<file path="src/hw/rtl/dsuf_pkg.sv">
// Package for the disjoint-set union-find block: field widths, item structs,
// memory request struct, sequencer states and register map.
// No dependencies; used by every module of the block.
package dsuf_pkg;

    // Field widths
    localparam int NODE_W  = 10;
    localparam int SIZE_W  = 11;
    localparam int COUNT_W = 11;
    localparam int MERGE_W = 10;

    // Node ids span this many values, whatever the table depth
    localparam int ID_SPAN       = 2 ** NODE_W;
    localparam int NODES_DEFAULT = 1024;

    // Register map
    localparam int                  PADDR_W          = 3;
    localparam int                  PDATA_W          = 32;
    localparam int                  REG_IDX_W        = PADDR_W - 2;
    localparam logic [REG_IDX_W-1:0] REG_NODE_COUNT  = '0;
    localparam logic [COUNT_W-1:0]  NODE_COUNT_RESET = COUNT_W'(1024);

    // Input item
    typedef struct packed {
        logic [NODE_W-1:0] node_a;
        logic [NODE_W-1:0] node_b;
    } t_in_item;

    // Result item
    typedef struct packed {
        logic               joined;
        logic [NODE_W-1:0]  result_root;
        logic [COUNT_W-1:0] component_count;
    } t_out_item;

    // Read and write requests to the parent and size stores
    typedef struct packed {
        logic [NODE_W-1:0] p_raddr;
        logic              p_we;
        logic [NODE_W-1:0] p_waddr;
        logic [NODE_W-1:0] p_wdata;
        logic [NODE_W-1:0] s_raddr;
        logic              s_we;
        logic [NODE_W-1:0] s_waddr;
        logic [SIZE_W-1:0] s_wdata;
    } t_mem_req;

    // Sequencer states
    typedef enum logic [2:0] {
        S_CLEAR,
        S_IDLE,
        S_FIND_P,
        S_FIND_GP,
        S_SIZE,
        S_LINK,
        S_OUT
    } t_state;

endpackage

</file>
<file path="src/hw/rtl/dsuf_cfg.sv">
// APB-style register port holding node_count.
// Depends on dsuf_pkg.
module dsuf_cfg (
    input  logic                          i_clk,
    input  logic                          i_rst_n,
    input  logic                          psel,
    input  logic                          penable,
    input  logic                          pwrite,
    input  logic [dsuf_pkg::PADDR_W-1:0]  paddr,
    input  logic [dsuf_pkg::PDATA_W-1:0]  pwdata,
    output logic [dsuf_pkg::PDATA_W-1:0]  prdata,
    output logic                          pready,
    output logic [dsuf_pkg::COUNT_W-1:0]  o_node_count
);
    import dsuf_pkg::*;

    logic [COUNT_W-1:0]   r_node_count;
    logic [REG_IDX_W-1:0] w_idx;
    logic                 w_wr;

    assign pready = 1'b1;
    assign w_idx  = paddr[PADDR_W-1:2];
    assign w_wr   = psel && penable && pwrite && pready;

    // node_count register
    always_ff @(posedge i_clk) begin
        if (!i_rst_n) begin
            r_node_count <= NODE_COUNT_RESET;
        end else if (w_wr && (w_idx == REG_NODE_COUNT)) begin
            r_node_count <= pwdata[COUNT_W-1:0];
        end
    end

    // read mux
    assign prdata = (w_idx == REG_NODE_COUNT) ? PDATA_W'(r_node_count) : '0;

    assign o_node_count = r_node_count;

endmodule

</file>
<file path="config.mk">
export PLATFORM = sky130hd
export DESIGN_NAME = dsuf_cfg
export DESIGN_NICKNAME = d
export VERILOG_FILES = /design/src/hw/rtl/dsuf_pkg.sv /design/src/hw/rtl/dsuf_cfg.sv
export SDC_FILE = /design/constraint.sdc
export NUM_CORES = 1
export LEC_CHECK = 0
export BUFFER_PORTS_ARGS = -buffer_cell sky130_fd_sc_hd__buf_2
export CAP_MARGIN = 25
export CORE_MARGIN = 5
export CORE_UTILIZATION = 29
export CTS_CLUSTER_DIAMETER = 30
export DETAILED_ROUTE_END_ITERATION = 12
export GPL_ROUTABILITY_DRIVEN = 0
export PLACE_DENSITY = 0.79
export SKIP_LAST_GASP = 1
export SYNTH_ARGS = -nofsm -noshare
export SYNTH_HDL_FRONTEND = slang
export SYNTH_SLANG_ARGS = --single-unit
</file>
<file path="constraint.sdc">
create_clock -name i_clk -period 0.9 [get_ports i_clk]
set_input_delay 0.18 -clock i_clk [delete_from_list [all_inputs] [get_ports i_clk]]
set_output_delay 0.18 -clock i_clk [all_outputs]
set_load 0.1 [all_outputs]
</file>
# After elaboration in Yosys (flattened, before gate mapping)
# Cells that the tools add are included.
# W data, S select, Z words.
[totals]
ff_bits = 11
output_inout_bits = 44
wordCells = 6
[classes]
muxes = 1
bitwise = 1
reduce_logical = 3
[ops]
columns = ["op", "count"]
rows = [
  ["$mux W11", 1],
  ["$logic_and A1 B1 Y1", 3],
  ["$not A1 Y1", 1],
]

# Longest topological paths before layout
[depth]
ltp_word = 3
depth_mapped = 3
ltp_nobuf = 2

# Worst setup path before layout
# Ideal clock, no wire load.
[synth_path]
path_type = "reg-to-output"
start = "register r_node_count[10] (netlist: o_node_count[10])"
end = "output prdata[10] (netlist name)"
arrival_ns = 2.392
setup_slack_ns = -1.672
stages_incl_launch_ff = 2
path_buffers = 0
cell_sequence = "dfxtp_1 > nor2b_1"
[synth_between]
elab_chain_cells = 1
[synth_lines]
columns = ["element", "line_no", "text"]
rows = [
  ["start: declaration", "dsuf_cfg.sv:17", "logic [COUNT_W-1:0] r_node_count;"],
  ["start signal: assignment", "dsuf_cfg.sv:30", "r_node_count <= pwdata[COUNT_W-1:0];"],
  ["$mux W11", "dsuf_cfg.sv:35", "assign prdata = (w_idx == REG_NODE_COUNT) ? PDATA_W'(r_node_count) : '0;"],
  ["end: declaration", "dsuf_cfg.sv:11", "output logic [dsuf_pkg::PDATA_W-1:0] prdata,"],
]
# No other way between the ends.

# Final worst setup path
[layout_path]
start = "register r_node_count[9] (netlist: o_node_count[9])"
end = "output prdata[9] (netlist name)"
# The elaborated chain is that of the path after synthesis.

==> flow_summary.yaml <==
hold_path:
  worstHoldPathCells: 3
  hold_start: "pwdata[9]"
  hold_path.class: "in -> reg"
  whs_endpoint: "o_node_count[9]"
die:
  die_h_um: 59.4
  die_x_um: 59.4
  start_util: 0.311
  io_pins: 84
  die_area_sq_mm: 0.00352
  rows: 17
  core_region_area_sq_mm: 0.00228
detailed_routing:
  via_count: 671
  drt-initial-drc-count: 13
  wl_per_cell_um: 12.4
  drc: 0
  drt_wl_total_um: 2090
  firstDrtPassIters: 4
  viasPerCell: 3.99
  drtAntennaViolNets: 0
power:
  p_leak_nw: 0.643
  cellPowerDensity_mw_per_mm2: 1090
  peakVddDrop_v: 0.000707
timing:
  fin_crit_sh: 1.28
  period_needed_ps: 1150
  fmax_ghz: 0.870
  setup_ws_ps: -250
  setup_viol: 23
  finalHoldViolCount: 0
  rsz0062_at_grt: "true"
  drv_slew: 0
  skew_ps: 0
  hold_ws_ps: 144
clock_network:
  cts.clk_slew.worst_paths_ps: 70
  cts.sinks: 11
  clock-root-buffer: "clkbuf_4"
  numCtsBuffers: 3
  worst_skew_pair.late_latency_ps: 260
  cts.hold.buffers_added: 0
  cts_tree: "yes"
  clk_path_buf_depth: 2
  cts_max_level: 1
global_routing:
  antenna_found_initial: 0
  grt_pass1_wl_um: 2970
  grt_pass1_vias: 684
  grt_overflow_total: 0
  track_usage: 0.117
  grt_max_degree: 13
synthesis:
  syn_inst: 84
  syn_area_per_cell_sq_um: 8.42
  ys.flop_type: "dfxtp_1"
  yosysTopAreaCell: "dfxtp_1"
  yosys_warnings: 0
  async_flop_share: 0
  synth-edff-count: 0
  synth_area_leaders: "dfxtp_1 (31%), buf_4 (23%), mux2i_1 (16%)"
  ys_seq_area_frac: 0.312
  synth.distinct_cells: 11
  synth_top_area_share: 0.312
  synth_most_common_cell: "buf_4"
  synthesis.area_sq_um: 707
  synth_common_cells: "buf_4 (22), nand2_1 (20), nor2b_1 (12)"
  synth_seq_cells: 11
status:
  violations: "setup timing"
  status: "complete, but fails checks"
worst_setup_path:
  criticalPathCategory: "reg -> out"
  r2r_slack_ps: -20
  worst_ep_arrival_time_ps: 970
  r2r-end: "o_node_count[2]"
  max_stage_delay_ps: 350
  path_cells: "nor2b_4 > buf_12"
  crit_slowest_cell: "dfxtp_4"
  cp-end-kind: "output pin"
  critPathLaunch: "o_node_count[9]"
  path_max_fanout: 2
  critPathBufInv: 1
  r2r_cells: 5
  worst_setup_path_start_kind: "flop"
  critPathTopFamily: "flip-flops"
  cp.required_ps: 720
  reg2reg_from: "o_node_count[2]"
final_layout:
  nets: 181
  largest_reg_flops: 11
  drive_above_1_share: 0.600
  antenna_cells: 0
  synthToLayoutAreaGrowth_pct: 108
flow_run:
  max_cap_viol_count: 0
placed_design:
  port_buffers: 38
  pre_cts_ws_ps: -211
  dpl.hpwl_um: 1740
stage by stage:
| stage | TNS [ps] | cells | power, mW | utilization | instance area [sq um] |
|---|---|---|---|---|---|
| finish | -4390 | 168 | 1.61 | 0.647 | 1470 |
| global route | -5160 | 168 | 1.68 | 0.647 | 1470 |
| CTS | -4780 | 166 | 1.63 | 0.639 | 1450 |
| detailed placement | -2910 | 159 | 1.27 | 0.603 | 1370 |
| global placement | -2580 | 159 | 1.26 | 0.603 | 1370 |
| floorplan | -4170 | 104 | 1.18 | - | 901 |
power breakdown:
part / leakage, nW / internal, mW / switching [mW]
combinational: 0.531 / 0.164 / 0.628
sequential: 0.0968 / 0.472 / 0.00737
clock: 0.0150 / 0.172 / 0.170
metal layers:
metal,wire length [um],track usage,vias up
li1,-,-,327
met1,717,0.111,296
met2,1080,0.220,44
met3,259,0.0305,4
met4,30,0.0680,0
met5,0,0,-
final cells by class:
| cell class | count | area (sq um) |
|---|---|---|
| fillers | 166 | 803 |
| repair buffers | 58 | 708 |
| multi-input cells | 67 | 442 |
| flip-flops and latches | 11 | 262 |
| well taps | 28 | 35.0 |
| clock buffers | 4 | 26.3 |
logic make-up after synthesis:
logic type / synth area share
muxes: 0.156
other: 0.0106
and+or+nand+nor: 0.242
DFF: 0.312
buffers and inverters: 0.280
how the worst max path moves through the flow:
stage	endpoint	slack [ps]	cells after the start
after floorplan	prdata[10]	-400	1
after global placement	o_node_count[10]	-170	3
after detailed placement	o_node_count[5]	-210	3
after CTS	prdata[9]	-260	2
after global routing	prdata[9]	-280	2
final	prdata[9]	-250	2
cells in the final DEF, fill, tap and decap left out, drive strengths merged:
master	instances
conb	22
and2b	1
buf	58
nand2	20
dfxtp	11
clkbuf	4
nor2b	12
and4b	1
mux2i	11
worst reg2reg max path, stage by stage (launching register included):
cell and delay [ps]:
dfxtp_4 350, buf_6 110, buf_4 120, buf_4 120
nand2_1 50, mux2i_1 60
repair_timing:
item,4_1_cts,5_1_grt
setup buffers,3,2
gates resized for setup,9,1
setup endpoints to repair,22,22
Power figures use the tool's default switching activity.
