--- config.mk ---
export PLATFORM = sky130hd
export DESIGN_NAME = dsuf_ctrl
export DESIGN_NICKNAME = d
export VERILOG_FILES = /design/src/hw/rtl/dsuf_pkg.sv /design/src/hw/rtl/dsuf_ctrl.sv
export SDC_FILE = /design/constraint.sdc
export NUM_CORES = 1
export LEC_CHECK = 0
export BUFFER_PORTS_ARGS = -buffer_cell sky130_fd_sc_hd__buf_4
export CAP_MARGIN = 0
export CORE_UTILIZATION = 25
export CTS_CLUSTER_SIZE = 30
export DETAILED_ROUTE_END_ITERATION = 6
export PLACE_DENSITY = 0.52
export SLEW_MARGIN = 15
export SYNTH_ARGS = -nofsm -noshare
export SYNTH_HDL_FRONTEND = slang
export SYNTH_SLANG_ARGS = --single-unit
export TNS_END_PERCENT = 10
--- constraint.sdc ---
create_clock -name i_clk -period 8.73 [get_ports i_clk]
set_clock_uncertainty 0.05 [all_clocks]
set_input_delay 2.619 -clock i_clk [delete_from_list [all_inputs] [get_ports i_clk]]
set_output_delay 2.619 -clock i_clk [all_outputs]
set_load 0.1 [all_outputs]
--- src/hw/rtl/dsuf_pkg.sv ---
// Package for the disjoint-set union-find block: field widths, item structs,
// memory request struct, sequencer states and register map.
// No dependencies; used by every module of the block.
package dsuf_pkg;

    // Field widths
    localparam int NODE_W  = 10;
    localparam int SIZE_W  = 11;
    localparam int COUNT_W = 11;
    localparam int MERGE_W = 10;

    // Node ids span this many values, whatever the table depth
    localparam int ID_SPAN       = 2 ** NODE_W;
    localparam int NODES_DEFAULT = 1024;

    // Register map
    localparam int                  PADDR_W          = 3;
    localparam int                  PDATA_W          = 32;
    localparam int                  REG_IDX_W        = PADDR_W - 2;
    localparam logic [REG_IDX_W-1:0] REG_NODE_COUNT  = '0;
    localparam logic [COUNT_W-1:0]  NODE_COUNT_RESET = COUNT_W'(1024);

    // Input item
    typedef struct packed {
        logic [NODE_W-1:0] node_a;
        logic [NODE_W-1:0] node_b;
    } t_in_item;

    // Result item
    typedef struct packed {
        logic               joined;
        logic [NODE_W-1:0]  result_root;
        logic [COUNT_W-1:0] component_count;
    } t_out_item;

    // Read and write requests to the parent and size stores
    typedef struct packed {
        logic [NODE_W-1:0] p_raddr;
        logic              p_we;
        logic [NODE_W-1:0] p_waddr;
        logic [NODE_W-1:0] p_wdata;
        logic [NODE_W-1:0] s_raddr;
        logic              s_we;
        logic [NODE_W-1:0] s_waddr;
        logic [SIZE_W-1:0] s_wdata;
    } t_mem_req;

    // Sequencer states
    typedef enum logic [2:0] {
        S_CLEAR,
        S_IDLE,
        S_FIND_P,
        S_FIND_GP,
        S_SIZE,
        S_LINK,
        S_OUT
    } t_state;

endpackage

--- src/hw/rtl/dsuf_ctrl.sv ---
// Sequencer: clearing pass, find with path halving, link by size, result register.
// Depends on dsuf_pkg; drives the stores in dsuf_mem.
module dsuf_ctrl #(
    parameter int NODES = dsuf_pkg::NODES_DEFAULT
) (
    input  logic                          i_clk,
    input  logic                          i_rst_n,
    input  logic                          i_valid,
    output logic                          o_stall,
    input  dsuf_pkg::t_in_item            i_data,
    output logic                          o_valid,
    input  logic                          i_stall,
    output dsuf_pkg::t_out_item           o_data,
    input  logic [dsuf_pkg::COUNT_W-1:0]  i_node_count,
    output dsuf_pkg::t_mem_req            o_req,
    input  logic [dsuf_pkg::NODE_W-1:0]   i_parent,
    input  logic [dsuf_pkg::SIZE_W-1:0]   i_size
);
    import dsuf_pkg::*;

    localparam int               DEPTH    = (NODES < ID_SPAN) ? NODES : ID_SPAN;
    localparam logic [NODE_W-1:0] CLR_LAST = NODE_W'(DEPTH - 1);

    t_state             r_state, n_state;
    logic [NODE_W-1:0]  r_x, n_x;
    logic [NODE_W-1:0]  r_b, n_b;
    logic [NODE_W-1:0]  r_ra, n_ra;
    logic               r_phase, n_phase;
    logic [SIZE_W-1:0]  r_sa, n_sa;
    logic [MERGE_W-1:0] r_merge, n_merge;
    logic [NODE_W-1:0]  r_clr, n_clr;
    t_out_item          r_out, n_out;
    logic               r_out_valid, n_out_valid;

    t_mem_req           w_req;
    logic               w_in_range;
    logic [MERGE_W-1:0] w_merge_inc;
    logic [COUNT_W-1:0] w_count_now;
    logic [COUNT_W-1:0] w_count_inc;
    logic [SIZE_W-1:0]  w_sum;
    logic               w_a_bigger;

    assign w_in_range  = (32'(i_data.node_a) < NODES) && (32'(i_data.node_b) < NODES);
    assign w_merge_inc = r_merge + 1'b1;

    // component count, saturating at one
    assign w_count_now = (COUNT_W'(r_merge) < i_node_count)
                       ? i_node_count - COUNT_W'(r_merge) : COUNT_W'(1);
    assign w_count_inc = (COUNT_W'(w_merge_inc) < i_node_count)
                       ? i_node_count - COUNT_W'(w_merge_inc) : COUNT_W'(1);

    // shared size adder and compare
    assign w_sum      = r_sa + i_size;
    assign w_a_bigger = r_sa > i_size;

    // state and control registers
    always_ff @(posedge i_clk) begin
        if (!i_rst_n) begin
            r_state     <= S_CLEAR;
            r_merge     <= '0;
            r_clr       <= '0;
            r_out_valid <= 1'b0;
        end else begin
            r_state     <= n_state;
            r_merge     <= n_merge;
            r_clr       <= n_clr;
            r_out_valid <= n_out_valid;
        end
    end

    // working registers
    always_ff @(posedge i_clk) begin
        r_x     <= n_x;
        r_b     <= n_b;
        r_ra    <= n_ra;
        r_phase <= n_phase;
        r_sa    <= n_sa;
        r_out   <= n_out;
    end

    // next state and store requests
    always_comb begin
        n_state     = r_state;
        n_x         = r_x;
        n_b         = r_b;
        n_ra        = r_ra;
        n_phase     = r_phase;
        n_sa        = r_sa;
        n_merge     = r_merge;
        n_clr       = r_clr;
        n_out       = r_out;
        n_out_valid = r_out_valid;
        w_req       = '0;

        case (r_state)
            // every node its own singleton
            S_CLEAR: begin
                w_req.p_we    = 1'b1;
                w_req.p_waddr = r_clr;
                w_req.p_wdata = r_clr;
                w_req.s_we    = 1'b1;
                w_req.s_waddr = r_clr;
                w_req.s_wdata = SIZE_W'(1);
                n_clr         = r_clr + 1'b1;
                if (r_clr == CLR_LAST) begin
                    n_state = S_IDLE;
                end
            end

            S_IDLE: begin
                if (i_valid) begin
                    if (w_in_range) begin
                        n_x           = i_data.node_a;
                        n_b           = i_data.node_b;
                        n_phase       = 1'b0;
                        w_req.p_raddr = i_data.node_a;
                        n_state       = S_FIND_P;
                    end else begin
                        n_out.joined          = 1'b0;
                        n_out.result_root     = '0;
                        n_out.component_count = w_count_now;
                        n_out_valid           = 1'b1;
                        n_state               = S_OUT;
                    end
                end
            end

            // parent of x is on the read port
            S_FIND_P: begin
                if (i_parent == r_x) begin
                    if (!r_phase) begin
                        n_ra          = r_x;
                        n_x           = r_b;
                        n_phase       = 1'b1;
                        w_req.p_raddr = r_b;
                    end else if (r_x == r_ra) begin
                        n_out.joined          = 1'b0;
                        n_out.result_root     = r_x;
                        n_out.component_count = w_count_now;
                        n_out_valid           = 1'b1;
                        n_state               = S_OUT;
                    end else begin
                        w_req.s_raddr = r_ra;
                        n_state       = S_SIZE;
                    end
                end else begin
                    w_req.p_raddr = i_parent;
                    n_state       = S_FIND_GP;
                end
            end

            // grandparent on the read port: halve the path
            S_FIND_GP: begin
                w_req.p_we    = 1'b1;
                w_req.p_waddr = r_x;
                w_req.p_wdata = i_parent;
                w_req.p_raddr = i_parent;
                n_x           = i_parent;
                n_state       = S_FIND_P;
            end

            // size of root a on the port; fetch root b's
            S_SIZE: begin
                n_sa          = i_size;
                w_req.s_raddr = r_x;
                n_state       = S_LINK;
            end

            // smaller set under larger; tie puts a under b
            S_LINK: begin
                w_req.p_we    = 1'b1;
                w_req.s_we    = 1'b1;
                w_req.s_wdata = w_sum;
                if (w_a_bigger) begin
                    w_req.p_waddr     = r_x;
                    w_req.p_wdata     = r_ra;
                    w_req.s_waddr     = r_ra;
                    n_out.result_root = r_ra;
                end else begin
                    w_req.p_waddr     = r_ra;
                    w_req.p_wdata     = r_x;
                    w_req.s_waddr     = r_x;
                    n_out.result_root = r_x;
                end
                n_merge               = w_merge_inc;
                n_out.joined          = 1'b1;
                n_out.component_count = w_count_inc;
                n_out_valid           = 1'b1;
                n_state               = S_OUT;
            end

            S_OUT: begin
                if (!i_stall) begin
                    n_out_valid = 1'b0;
                    n_state     = S_IDLE;
                end
            end

            default: begin
                n_state = S_IDLE;
            end
        endcase
    end

    assign o_stall = (r_state != S_IDLE);
    assign o_valid = r_out_valid;
    assign o_data  = r_out;
    assign o_req   = w_req;

    // merge count moves only on a link
    a_merge_only_on_link: assert property (@(posedge i_clk) disable iff (!i_rst_n)
        (r_state != S_LINK) |=> $stable(r_merge))
        else $error("merge count changed outside link");

    // linking only ever joins two distinct roots
    a_link_distinct: assert property (@(posedge i_clk) disable iff (!i_rst_n)
        (r_state == S_LINK) |-> (r_x != r_ra))
        else $error("link of a root with itself");

    // a link always produces a joined result
    a_link_joined: assert property (@(posedge i_clk) disable iff (!i_rst_n)
        (r_state == S_LINK) |=> (o_valid && o_data.joined))
        else $error("link without joined result");

    // stores untouched while idle or holding a result
    a_no_write_idle: assert property (@(posedge i_clk) disable iff (!i_rst_n)
        (r_state == S_IDLE || r_state == S_OUT) |-> (!w_req.p_we && !w_req.s_we))
        else $error("store write while idle");

    // result valid exactly while in the output state
    a_valid_state: assert property (@(posedge i_clk) disable iff (!i_rst_n)
        o_valid == (r_state == S_OUT))
        else $error("result valid out of step with sequencer");

endmodule
* Yosys cells after proc, flatten, opt, wreduce, memory -nomap -nowiden
Cells that the tools add are included.
Word-level totals: flip-flop bits (word level) 88, bits in latches 0, memory bits (writable) 0, memory bits (read-only) 0, input port bits 56, output and inout bits 87, logic and storage cells 88, memories 0
Operators by class: add/sub/neg operators 5, $mul 0, divide/modulo/power cells 0, magnitude comparators 3, eq/ne operators 18, shift operators 0, multiplexer cells 37, bitwise logic cells 1, reduce and logical (&&, ||, !) cells 12
Operator list (number):
- $mux 10 | 10
- $pmux 22 s2 | 2
- $mux 22 | 3
- $pmux 21 s3 | 1
- $pmux 10 s3 | 2
- $lt 10x11->1 | 2
- $mux 11 | 2
- $sub 11x10->11 | 2
- $pmux 3 s7 | 1
- $add 10x1->10 const B | 2
- $eq 10x10->1 | 2
- $mux 20 | 1
- $pmux 10 s2 | 1
- $mux 3 | 5
- $ne 2x2->1 const B | 7
- $reduce_and 4->1 | 3
- $add 11x11->11 | 1
- $gt 11x11->1 | 1
- $eq 10x10->1 const B | 1
- $eq 3x3->1 const B | 3
- $eq 3x2->1 const B | 2
- $mux 1 | 6
- $reduce_and 3->1 | 2
- $reduce_bool 3->1 | 2
- 11 further kinds | 12

* Longest topological paths before layout
Gate-level depths: netlist of the first run.
word-level depth 6, mapped depth 13, gate-level depth less buffers 13

* Least setup slack after synthesis of the first run
No wires, ideal clock.
path type input-to-output, from in i_size[1] (netlist name), to out o_req[35] (netlist name), arrival time 6.554 ns, path slack -0.493 ns, cell stages on the path 12, path buffers 1, cell sequence inv_1 > ha_1 > nor2b_1 > o21a_1 > o21a_1 > o2111ai_1 > a21oi_1 > o31ai_1 > buf_2 > mux2i_1 > o22ai_1 > a21o_1
RTL lines:
- start: declaration | RTL line dsuf_ctrl.sv:17 | input logic [dsuf_pkg::SIZE_W-1:0] i_size
- end: declaration | RTL line dsuf_ctrl.sv:15 | output dsuf_pkg::t_mem_req o_req,

==> reports/metrics.cfg, run 1 <==
[min_path]
worstHoldStart = r_clr[8]$_SDFFE_PN0P_
hold_path_end = r_clr[8]$_SDFFE_PN0P_
hp-class = reg2reg
hold_depth = 2

[critical_path]
slowest_delay_ps = 480
path_class = in2out
crit_path_top_delay_cell = a221o_1
worst_ep_arrival_time_ps = 5430
r2r_slack_ps = 5080
crit_chain = buf_4 > inv_1 > ha_1 > nor2b_1 > o21a_1 > o21a_1 > o2111ai_1 > a21oi_1 > o31ai_2 > or2_2 > nand2_1 > a221o_1 > buf_4
path_buf_inv = 3
endpoint_kind = output port
r2r_start = r_state[0]$_SDFFE_PN0P_
required_ps = 6060
crit_fanout = 11
worstSetupStartpointType = input pin
reg2reg_to = o_data[9]$_DFFE_PP_
cp_top_family = compound AO/OA/AOI/OAI gates
r2r_cells = 7

[synth]
yosysWarnings = 0
synth_flop_cell = edfxtp_1
synth_area_um2 = 6480
ys_seq_area_frac = 0.371
synth_enable_flop_cells = 64
yosys_register_bits = 88
synth-async-reset-ratio = 0
yosysUniqueCellTypes = 71
synthesis.nets = 766
avgSynthCellArea_um2 = 9.65
synthesis.instances = 671

[clocking]
root_buffer = clkbuf_16
htree_levels = 3
postCtsSetupBuffers = 0
worst_skew_pair.late_latency_ps = 360
cts_buffer_depth = 2
cts_buffers = 9
cts_resized = 0
cts.reportedPaths.clkPinSlew_ps = 70
cts_tree = built
holdBufCountCts = 0
cts_sinks = 88

[floorplan]
die_area_um2 = 26600
die_h_um = 163
core_um2 = 25300
initial_core_util = 0.256
die_w_um = 163
rows = 58
ioPinCount = 143

[power_and_ir_drop]
power.density_nw_per_um2 = 120
irDropWorstVdd_mv = 0.0810
power.static_leakage_nw = 3.42

[placed_design]
gp_congestion = 0.833
numPortBuffers = 142
place_hpwl_um = 14300
placedInstanceArea_um2 = 7900
pre_cts_slack_ps = 614

[sta]
setup_viol = 0
fmax_mhz = 123
hold_viol = 0
rsz0062_at_grt = no
finalSetupTns_ps = 0
drv_slew = 0
relSlewSlack = 0.297
worst_pin_slew_ps = 1050
worst_slack_ps = 629
period_share = 0.928
min_period_ps = 8100

[global_route]
track_usage = 0.140
grt_pass1_vias = 5262
overflow = 0
grt_max_degree = 26
grt_pass1_wl_um = 28600
antenna_found_initial = 1

[layout]
syn2layout_area_growth_pct = 26.6
final_cell_area_um2 = 8200
drive_gt1_frac = 0.244
nets = 900

[routing]
antenna_left = 0
drtPass1Iterations = 5
via_count = 5399
wl_per_cell_um = 16.3
drc_errors = 0
vias_per_cell = 4.73
wirelength_um = 18600
drt_iter0_drc = 342

[outcome]
outcome = finished clean

[flow_run]
maxCapViolations = 0

[placed cells by master (no fill, tap or decap), types with 11 or more instances in the layout]
cell type	Yosys	layout
buf_4	1	148
edfxtp_1	64	64
inv_1	56	56
nand2_1	49	49
o21ai_0	42	42
xnor2_1	39	39
ha_1	36	36
nor2_1	31	31
a21oi_1	27	26
and2_1	26	26
dfxtp_1	24	24
mux2i_1	22	22
xor2_1	20	20
o21bai_1	14	14
a21o_1	14	14
or3_1	13	13
nand4_1	11	11
nand3_1	11	11
mux2_2	11	11
[worst register-to-register path: stages, from the launching register on]
cell and delay [ps]:
dfxtp_1 1010, inv_1 330, nor2_1 320, nand2_1 320, inv_2 370, nor2_1 100, a21oi_2 500, buf_4 340
[power by group]
| part | leakage (nW) | switching [mW] | internal (mW) | total, mW |
|---|---|---|---|---|
| registers | 0.768 | 0.00123 | 0.447 | 0.448 |
| clock network | 0.141 | 0.199 | 0.203 | 0.402 |
| logic | 2.51 | 0.0786 | 0.0530 | 0.132 |
| total | 3.42 | 0.278 | 0.703 | 0.981 |
[final cells by class]
cell class | instances | area, um2
Clock inverter | 7 | 73.8
Antenna cell | 1 | 2.50
Multi-Input combinational cell | 500 | 3750
Timing Repair Buffer | 148 | 1110
Fill cell | 2652 | 17100
Tap cell | 330 | 413
Inverter | 58 | 218
Sequential cell | 88 | 2400
Clock buffer | 9 | 225
[sequential cells by signal (all words and copies together), names as in the netlist, 3 cells and up]
signal   count
r_merge     10
r_state      3
r_sa        11
r_x         10
r_clr       10
r_ra        10
r_b         10
o_data      22
[layer usage]
layer | part of all wire | track usage | up-vias | wire [um]
li1 | - | - | 2715 | -
met1 | 0.47 | 0.188 | 2499 | 8650
met2 | 0.46 | 0.219 | 159 | 8550
met3 | 0.053 | 0.0283 | 26 | 993
met4 | 0.020 | 0.0523 | 0 | 375
met5 | 0 | 0 | - | 0
[stage by stage]
| step | hold slack (ps) | std cells | total power, mW | utilization |
|---|---|---|---|---|
| CTS | 464 | 1140 | 0.997 | 0.324 |
| detailed placement | 451 | 1124 | 0.590 | 0.312 |
| floorplan | 418 | 671 | 0.541 | - |
| finish | 461 | 1141 | 0.981 | 0.324 |
| global route | 501 | 1140 | 1.02 | 0.324 |
| global placement | 439 | 1124 | 0.589 | 0.312 |
[kinds of logic after synthesis]
group                    share of synthesized area
flip-flops                                   0.371
XOR/XNOR                                    0.0933
multiplexers                                0.0531
AO/OA/AOI/OAI                                0.198
AND/OR/NAND/NOR                              0.149
buffers and inverters                       0.0524
adder cells (fa/ha/maj)                     0.0837
[how the worst max path moves through the flow]
stage	to	cells past startpoint	startpoint
final	o_req[50]	13	i_size[1]
after global routing	o_req[50]	13	i_size[1]
after CTS	o_req[50]	13	i_size[1]
after detailed placement	o_req[50]	13	i_size[1]
after global placement	o_req[50]	13	i_size[1]
after floorplan	o_req[37]	12	i_size[1]
[synth_stat cells (13+ instances only)]
master | n | share of area
edfxtp_1 | 64 | 0.30
inv_1 | 56 | 0.032
nand2_1 | 49 | 0.028
o21ai_0 | 42 | 0.032
xnor2_1 | 39 | 0.053
ha_1 | 36 | 0.070
nor2_1 | 31 | 0.018
a21oi_1 | 27 | 0.021
and2_1 | 26 | 0.025
dfxtp_1 | 24 | 0.074
mux2i_1 | 22 | 0.034
xor2_1 | 20 | 0.027
clkbuf_1 | 16 | 0.0093
a21o_1 | 14 | 0.016
o21bai_1 | 14 | 0.016
or3_1 | 13 | 0.013
(Power assumes the default switching activity.)
==> run 2, diff against run 1 <==
--- a/config.mk
+++ b/config.mk
@@ -7,10 +7,12 @@
 export LEC_CHECK = 0
 export BUFFER_PORTS_ARGS = -buffer_cell sky130_fd_sc_hd__buf_4
 export CAP_MARGIN = 0
+export CELL_PAD_IN_SITES_DETAIL_PLACEMENT = 1
+export CELL_PAD_IN_SITES_GLOBAL_PLACEMENT = 1
 export CORE_UTILIZATION = 25
 export CTS_CLUSTER_SIZE = 30
 export DETAILED_ROUTE_END_ITERATION = 6
-export PLACE_DENSITY = 0.52
+export PLACE_DENSITY = 0.62
 export SLEW_MARGIN = 15
 export SYNTH_ARGS = -nofsm -noshare
 export SYNTH_HDL_FRONTEND = slang
==> run 2 against run 1 <==
Effect of this change:
- critical path depth did not move
- flip-flop and latch count is the same
- routed wire length increased by 7.9%
==> reports/metrics.cfg, run 2 (synthesis results as in run 1) <==
[power_and_ir_drop]
report.power.total_mw = 1.02
pwr-share-clk = 0.426
power.density_nw_per_um2 = 124
internal_power_mw = 0.754
p_comb_frac = 0.133
irDropWorstVdd_mv = 0.0769
power.static_leakage_nw = 3.43
pwr-share-seq = 0.441
p_sw_mw = 0.262
power.share.switching = 0.258

[global_route]
antenna_found_initial = 1
grt_pass1_wl_um = 30700
track_usage = 0.150
grt_max_degree = 33
overflow = 0
grt_pass1_vias = 5591

[clocking]
htree_levels = 3
cts_buffers = 9
cts_buffer_depth = 2
cts_resized = 0
worst_skew_pair.late_latency_ps = 350
holdBufCountCts = 0
root_buffer = clkbuf_16
cts_sinks = 88
cts.reportedPaths.clkPinSlew_ps = 70
postCtsSetupBuffers = 0
cts_tree = built

[layout]
syn2layout_area_growth_pct = 27.0
nets = 900
final_cell_mix = buf_4 (148), edfxtp_1 (64), inv_1 (56), nand2_1 (49), o21ai_0 (42)
layout_commonest_cell = buf_4
drive_gt1_frac = 0.244
largest_reg_flops = 22
n_antenna_cell = 0
instances_no_fill = 1140

[outcome]
outcome = finished clean

[min_path]
hp-class = reg2reg
hold_depth = 2

[sta]
min_period_ps = 8060
whs_ps = 473
setup_viol = 0
rsz0062_at_grt = no
drv_slew = 0
finalSetupTns_ps = 0
period_share = 0.923
worst_pin_slew_ps = 1050
hold_viol = 0
worst_slack_ps = 671
relSlewSlack = 0.301
fmax_mhz = 124

[critical_path]
worstSetupPathDepth = 13
cp_top_family = compound AO/OA/AOI/OAI gates
required_ps = 6060
path_class = in2out
crit_chain = buf_4 > inv_1 > ha_1 > nor2b_1 > o21a_1 > o21a_1 > o2111ai_1 > a21oi_1 > o31ai_2 > or2_2 > nand2_1 > a221o_1 > buf_4
worstSetupStartpointType = input pin
slowest_delay_ps = 440
path_buf_inv = 3
endpoint_kind = output port
r2r_cells = 11
crit_fanout = 11
worst_ep_arrival_time_ps = 5390
crit_path_top_delay_cell = a221o_1

[placed_design]
numPortBuffers = 142
gp_congestion = 0.840
pre_cts_slack_ps = 671
dp.cells = 1124
place_hpwl_um = 15400

[routing]
wirelength_um = 20000
antenna_left = 0
via_count = 5593
vias_per_cell = 4.91
drtPass1Iterations = 6
drt_iter0_drc = 289
wl_per_cell_um = 17.6
drc_errors = 0

[floorplan]
die_w_um = 163
core_um2 = 25300
die_h_um = 163
rows = 58
die_area_um2 = 26600
initial_core_util = 0.256
ioPinCount = 143

[flow_run]
maxCapViolations = 0

## run 2: cell types whose count changed in the layout (fill, tap and decap cells not counted), sizes merged
cell    previous run  this run
bufinv             0         2
inv               62        60
diode              1         0
## run 2: tightest hold or removal path, delay by kind of cell (launching register included)
family / cells / cell delay [ps]
flops: 1 / 330
compound gates: 2 / 140
## run 2: area by class of cell
type,instances,area (um2)
Clock buffer,9,225
Timing Repair Buffer,148,1110
Fill cell,2904,17100
Multi-Input combinational cell,500,3750
Sequential cell,88,2400
Inverter,58,218
Clock inverter,7,101
Tap cell,330,413
## run 2: worst paths after layout
check                                              from  slack [ps]                    end
worst max-delay path                          i_size[1]         670              o_req[43]
worst min-delay path              r_clr[8]$_SDFFE_PN0P_         470  r_clr[8]$_SDFFE_PN0P_
worst max register to register  r_merge[0]$_SDFFE_PN0P_        5230    o_data[0]$_DFFE_PP_
worst min register to register    r_clr[8]$_SDFFE_PN0P_         470  r_clr[8]$_SDFFE_PN0P_
## run 2: power by group through the flow
stage,logic (mW),clock network (mW),registers [mW]
after floorplan,0.0838,0,0.458
after global placement,0.134,0,0.458
after detailed placement,0.136,0,0.458
after CTS,0.136,0.449,0.448
after global routing,0.146,0.458,0.449
final,0.135,0.433,0.449
## run 2: metal layers
metal  track usage  part of all wire  vias to the layer above
met5             0                 0                        -
met4        0.0561             0.021                        0
met3        0.0214             0.032                       24
met2         0.246              0.47                      117
met1         0.198              0.47                     2735
li1              -                 -                     2717
## run 2: stage by stage
step / area [um2] / utilization
finish: 8230 / 0.325
global route: 8230 / 0.325
CTS: 8230 / 0.325
detailed placement: 7900 / 0.312
global placement: 7900 / 0.312
floorplan: 6480 / -
==> run 3, diff against run 2 <==
==> constraint.sdc (replaced) <==
create_clock -name i_clk -period 8.73 [get_ports i_clk]
set_clock_uncertainty 0.05 [all_clocks]
set_input_delay 1.746 -clock i_clk [delete_from_list [all_inputs] [get_ports i_clk]]
set_output_delay 1.746 -clock i_clk [all_outputs]
set_load 0.1 [all_outputs]
==> run 3 against run 2 <==
Effect of this change:
- count of clock-buffer cells in the layout is the same
- maximum frequency rose by 23%
- sequential share of layout area up 0.13 points
- non-clock buffer count stayed put
- sequential power about the same
- power down 3.7%
- largest power group unchanged
==> reports/metrics.cfg, run 3 (synthesis results as in run 1) <==
[clocking]
holdBufCountCts = 0
cts.reportedPaths.clkPinSlew_ps = 70
postCtsSetupBuffers = 0
root_buffer = clkbuf_16
worst_skew_pair.late_latency_ps = 350
cts_tree = built
cts_buffers = 9
htree_levels = 3
cts_resized = 0
cts_buffer_depth = 2
cts_sinks = 88

[critical_path]
worstSetupStartpointType = input pin
crit_fanout = 12
path_buf_inv = 4
endpoint_kind = output port
r2r_cells = 11
path_common_cell = buf_4
required_ps = 6930
crit_path_top_delay_cell = a221o_1
cp_top_family = compound AO/OA/AOI/OAI gates
slowest_delay_ps = 430
worstSetupPathDepth = 14
worst_ep_arrival_time_ps = 4770
crit_chain = buf_4 > inv_1 > ha_1 > nor2b_1 > o21a_1 > o21a_1 > o2111ai_1 > a21oi_1 > o31ai_2 > buf_4 > or2_2 > nand2_1 > a221o_1 > buf_4
path_class = in2out

[floorplan]
ioPinCount = 143
die_area_um2 = 26600
core_um2 = 25300
die_h_um = 163
initial_core_util = 0.256
rows = 58
die_w_um = 163

[routing]
vias_per_cell = 4.81
wl_per_cell_um = 17.4
via_count = 5487
wirelength_um = 19800
drc_errors = 0
drtPass1Iterations = 4
drt_iter0_drc = 314
antenna_left = 0

[power_and_ir_drop]
pwr-share-clk = 0.404
p_comb_frac = 0.138
pwr-share-seq = 0.458
power.density_nw_per_um2 = 120
p_sw_mw = 0.277
internal_power_mw = 0.703
report.power.total_mw = 0.979
power.static_leakage_nw = 3.42
irDropWorstVdd_mv = 0.0630
power.share.switching = 0.283

[layout]
layout_commonest_cell = buf_4
final_cell_mix = buf_4 (148), edfxtp_1 (64), inv_1 (56), nand2_1 (49), o21ai_0 (42)
final_cell_area_um2 = 8190
multi_input_area_um2 = 3750
syn2layout_area_growth_pct = 26.4
largest_reg_flops = 22
nets = 900
drive_gt1_frac = 0.243
fillers = 2898
regArea_um2 = 2400
n_antenna_cell = 0
post-route-util = 0.323

[min_path]
hold_depth = 2
hp-class = reg2reg

[sta]
relSlewSlack = 0.273
worst_slack_ps = 2170
worst_pin_slew_ps = 1080
setup_viol = 0
hold_viol = 0
min_period_ps = 6560
rsz0062_at_grt = no
drv_slew = 0
fmax_mhz = 152
period_share = 0.752
finalSetupTns_ps = 0

[placed_design]
placedInstanceArea_um2 = 7890
place_hpwl_um = 15500
pre_cts_slack_ps = 2180
numPortBuffers = 142
gp_congestion = 0.804

[outcome]
outcome = finished clean

[global_route]
grt_max_degree = 26
grt_pass1_wl_um = 30900
track_usage = 0.151
antenna_found_initial = 0
overflow = 0
grt_pass1_vias = 5547

[flow_run]
maxCapViolations = 0

run 3: worst min-delay path, stage by stage, from the launching register on:
cell      delay, ps
dfxtp_1         340
nand2_1          60
a21boi_0         70
run 3: layer usage:
layer / routed length, um / vias to the layer above / GRT usage
met5: 0 / - / 0
met4: 400 / 0 / 0.0489
met3: 760 / 20 / 0.0219
met2: 9390 / 112 / 0.244
met1: 9300 / 2636 / 0.204
li1: - / 2719 / -
run 3: metrics by stage:
step	instances	hold WS, ps
finish	1140	474
global route	1140	510
CTS	1140	471
detailed placement	1124	455
global placement	1124	441
floorplan	671	418
run 3: final cells by class:
class,instances,share of cell area
Timing Repair Buffer,148,0.136
Clock buffer,9,0.0275
Multi-Input combinational cell,500,0.458
Clock inverter,7,0.00871
Tap cell,330,0.0504
Sequential cell,88,0.293
Inverter,58,0.0266
run 3: power groups by stage:
stage	combinational, mW	sequential [mW]	clock (mW)
final	0.135	0.448	0.396
after global routing	0.147	0.448	0.426
after CTS	0.136	0.448	0.412
after detailed placement	0.136	0.458	0
after global placement	0.134	0.458	0
after floorplan	0.0837	0.458	0
run 3: path summary, 6_finish.rpt:
check                     startpoint                     to  slack (ps)
min            r_clr[1]$_SDFFE_PN0P_  r_clr[1]$_SDFFE_PN0P_         470
max reg2reg  r_merge[0]$_SDFFE_PN0P_    o_data[0]$_DFFE_PP_        5260
min reg2reg    r_clr[1]$_SDFFE_PN0P_  r_clr[1]$_SDFFE_PN0P_         470
max                        i_size[1]              o_req[51]        2170
